<file path="src/rtl/lpi_div.sv">
`timescale 1ns / 1ps
`default_nettype none
// ----------------------------------------------------------------------------
// lpi_div
// pipelined unsigned restoring divider, one quotient bit per stage
// ----------------------------------------------------------------------------
module lpi_div #(
  parameter int unsigned NW = 32,
  parameter int unsigned DW = 16,
  parameter int unsigned SW = 1
) (
  input  wire logic          clk_i,
  input  wire logic          rst_ni,
  input  wire logic          en_i,
  input  wire logic          valid_i,
  input  wire logic [NW-1:0] num_i,
  input  wire logic [DW-1:0] den_i,
  input  wire logic [SW-1:0] side_i,
  output logic               valid_o,
  output logic [NW-1:0]      quo_o,
  output logic [SW-1:0]      side_o
);

  logic          v_q    [NW];
  logic [DW-1:0] rem_q  [NW];
  logic [NW-1:0] nq_q   [NW];
  logic [DW-1:0] den_q  [NW];
  logic [SW-1:0] side_q [NW];

  for (genvar k = 0; k < NW; k++) begin : g_stage
    logic          v_in;
    logic [DW-1:0] rem_in;
    logic [NW-1:0] nq_in;
    logic [DW-1:0] den_in;
    logic [SW-1:0] side_in;
    logic [DW:0]   trial;
    logic [DW:0]   diff;
    logic          ge;

    if (k == 0) begin : g_first
      assign v_in    = valid_i;
      assign rem_in  = '0;
      assign nq_in   = num_i;
      assign den_in  = den_i;
      assign side_in = side_i;
    end else begin : g_next
      assign v_in    = v_q[k-1];
      assign rem_in  = rem_q[k-1];
      assign nq_in   = nq_q[k-1];
      assign den_in  = den_q[k-1];
      assign side_in = side_q[k-1];
    end

    // shift next dividend bit in, subtract when it fits
    assign trial = {rem_in, nq_in[NW-1]};
    assign diff  = trial - {1'b0, den_in};
    assign ge    = (trial >= {1'b0, den_in});

    always_ff @(posedge clk_i or negedge rst_ni) begin
      if (!rst_ni) begin
        v_q[k] <= 1'b0;
      end else if (en_i) begin
        v_q[k] <= v_in;
      end
    end

    always_ff @(posedge clk_i) begin
      if (en_i) begin
        rem_q[k]  <= ge ? diff[DW-1:0] : trial[DW-1:0];
        nq_q[k]   <= {nq_in[NW-2:0], ge};
        den_q[k]  <= den_in;
        side_q[k] <= side_in;
      end
    end
  end

  assign valid_o = v_q[NW-1];
  assign quo_o   = nq_q[NW-1];
  assign side_o  = side_q[NW-1];

endmodule
`default_nettype wire

</file>
<file path="config.mk">
export PLATFORM = sky130hd
export DESIGN_NAME = lpi_div
export DESIGN_NICKNAME = d
export VERILOG_FILES = /design/src/rtl/lpi_div.sv
export SDC_FILE = /design/constraint.sdc
export NUM_CORES = 2
export LEC_CHECK = 0
export BUFFER_PORTS_ARGS = -buffer_cell sky130_fd_sc_hd__buf_2
export CAP_MARGIN = 20
export CORE_MARGIN = 4
export CORE_UTILIZATION = 30
export CTS_BUF_LIST = sky130_fd_sc_hd__clkbuf_2
export CTS_CLUSTER_DIAMETER = 30
export CTS_CLUSTER_SIZE = 30
export DETAILED_ROUTE_END_ITERATION = 16
export GPL_ROUTABILITY_DRIVEN = 0
export PLACE_DENSITY = 0.45
export REMOVE_ABC_BUFFERS = 1
export SLEW_MARGIN = 5
export SYNTH_ARGS = -nofsm -noshare
export SYNTH_HDL_FRONTEND = slang
export SYNTH_SLANG_ARGS = --single-unit
</file>
<file path="constraint.sdc">
create_clock -name clk_i -period 3.67 [get_ports clk_i]
set_input_delay 0.1835 -clock clk_i [delete_from_list [all_inputs] [get_ports clk_i]]
set_output_delay 0.1835 -clock clk_i [all_outputs]
set_load 0.01 [all_outputs]
</file>
==> reports/metrics.yaml <==
ant_nets: 0
final_nets: 7740
syn_area_um2: 92500
fin_skew_ns: 0.1430
worst_path_dominant_cell_family: "buffers and inverters"
fin_ws_ns: -0.1554
die_area_um2: 317300
dieHeight_um: 563.3
io_buffers: 86
cp.required_ns: 5.44
p_leak_nw: 41.96
boundaryPins: 87
period_share: 1.042
clock.fmax_mhz: 261.4
cts_tree: "built"
rsz0062_at_grt: "no"
grt_pass1_wl_mm: 295.0
postSynth.asyncResetShare: 0.01538
ys_top_cells_by_area: "edfxtp_1 (66%), ha_1 (6.7%), mux2_2 (4.4%)"
synth_commonest_cells: "edfxtp_1 (2048), inv_1 (632), ha_1 (498), mux2_2 (359), a21oi_1 (305)"
dr.pass1.iters: 6
synthDominantCellAreaShare: 0.6649
vias: 52471
endpoint_kind: "flop"
clock_sinks: 2080
synth_ff_type: "edfxtp_1"
fillers: 29956
path_clk_slew_ns: 0.16
path_cells: "dlygate4sd3_1 > dlygate4sd3_1 > dlygate4sd3_1 > buf_2 > dlygate4sd3_1 > nor4_1 > dlygate4sd3_1 > nand3_1 > nor4_2 > dlygate4sd3_1 > buf_4 > mux2i_1 > dlygate4sd3_1"
drv_cap: 0
vias_per_cell: 4.487
critPathMaxFanout: 17
cp.buffers_inverters: 9
cts_inserted_buffers: 528
gr-total-overflow: 0
slowest_delay_ns: 0.61
root_buffer: "clkbuf_2"
synth-edff-count: 2048
rrSetupSlack_ns: 0.22
crit_top_cell: "dlygate4sd3_1"
path_depth: 13
grt_max_degree: 157
ys_warn_count: 0
crit_arrival_ns: 5.59
power_density_nw_per_um2: 789.6
path_class: "in -> reg"
final_area_um2: 108200
period_needed_ns: 3.825
status: "finished with violations"
hold_depth: 0
ys_ff_latch: 2080
synth_area_leader_cell: "edfxtp_1"
drive_above_1_share: 0.1977
hold_path_class: "reg -> reg"
finalHoldViolations: 0
slew-limit-headroom: 0.4106
antenna_found_initial: 9
synth.most_common_cell: "edfxtp_1"
core_area_um2: 306300
hold_slack_ns: 0.3184
dp.cells: 10512
wirelength_mm: 184.9
tightest_slew_ns: 0.8841
worstSetupStartpointType: "input pin"
reg2reg_depth: 11
routedWlPerCell_um: 15.81
setup_violations: 3
clock_path_buffers: 4
maxSlewViolCount: 0
gr-usage-all-layers: 0.1145
synth_cell_types: 92
seq_area_frac_synth: 0.6735
synth_area_per_cell_um2: 14.70
fp-row-count: 203
post-place-ws_ns: 0.3541
placed_area_um2: 98960
power.total_mw: 85.46
violations: "negative setup slack"
netlist_instances: 6293
critPathSlowestCell: "dlygate4sd3_1"
hpwl_mm: 125.2
synthToLayoutAreaGrowth_pct: 17.00
htreeDepth: 6
start_util: 0.3020
drt_first_iter_violations: 3037
fin_util: 0.3533
drc: 0
setup-tns-final_ns: -0.1799
chipWidth_um: 563.3
grt_pass1_vias: 54055
ir_worst_vdd_mv: 0.3258
insertion_delay_ns: 1.88
final_cells: 11693
## final cells by class
type	count	area, um2	share of cell area
well taps	4100	5130	0.04740
flip-flops and latches	2080	62300	0.5756
clock buffers	596	2983	0.02756
clock inverters	363	4074	0.03764
inverters	633	2376	0.02195
repair buffers	408	3809	0.03519
diodes	5	12.51	0.0001156
multi-input cells	3508	27540	0.2545
## sequential cells by signal, indices dropped and copies added, names as in the netlist
name          flops
den_q           496
valid_o           1
nq_q           1024
side_q           32
g_stage.v_in     31
rem_q           496
## power by group
part | internal (mW) | total (mW) | switching, mW
Combinational | 14.1 | 29.3 | 15.2
Clock | 10.9 | 21.5 | 10.6
Sequential | 32.3 | 34.7 | 2.43
## cells in the final DEF, fill, tap and decap left out, types with 223 or more instances in the layout
master | Yosys | layout
nand2_1 | 241 | 241
o21ai_0 | 246 | 246
a21oi_1 | 305 | 305
clkbuf_2 | 0 | 596
edfxtp_1 | 2048 | 2048
xnor2_1 | 223 | 223
inv_1 | 632 | 632
nor2_1 | 246 | 246
ha_1 | 498 | 498
mux2_2 | 359 | 359
## path summary, 6_finish.rpt
kind                                             start                           end
worst min register to register  nq_q[2][124]$_DFFE_PP_         nq_q[3][29]$_DFFE_PP_
max in group asynchronous                       rst_ni  g_stage[25].v_in$_DFFE_PN0P_
worst max register to register   den_q[0][1]$_DFFE_PP_        rem_q[0][21]$_DFFE_PP_
min in group asynchronous                       rst_ni   g_stage[8].v_in$_DFFE_PN0P_
worst max-delay path                          den_i[9]         rem_q[0][0]$_DFFE_PP_
worst min-delay path            nq_q[2][124]$_DFFE_PP_         nq_q[3][29]$_DFFE_PP_
## metal layers
layer,track usage,routed length [um]
met1,0.1489,83460
met3,0.02699,9374
met5,0,67
met4,0.04255,5595
met2,0.1855,86420
## logic make-up after synthesis
family / count (synthesis) / synth area share
flip-flops: 2080 / 0.6735
AND/OR/NAND/NOR: 1061 / 0.05764
XOR/XNOR: 343 / 0.03248
multiplexers: 429 / 0.05160
AO/OA/AOI/OAI: 1147 / 0.08172
buffers and inverters: 705 / 0.02918
adder cells (fa/ha/maj): 528 / 0.07386
## what timing repair did
item | CTS | global route
hold buffers | 217 | 0
setup endpoints to repair | 0 | 0
gates resized for setup | 0 | 0
endpoints found under the hold margin | 2177 | 0
setup buffers | 0 | 0
Power figures use the tool's default switching activity.
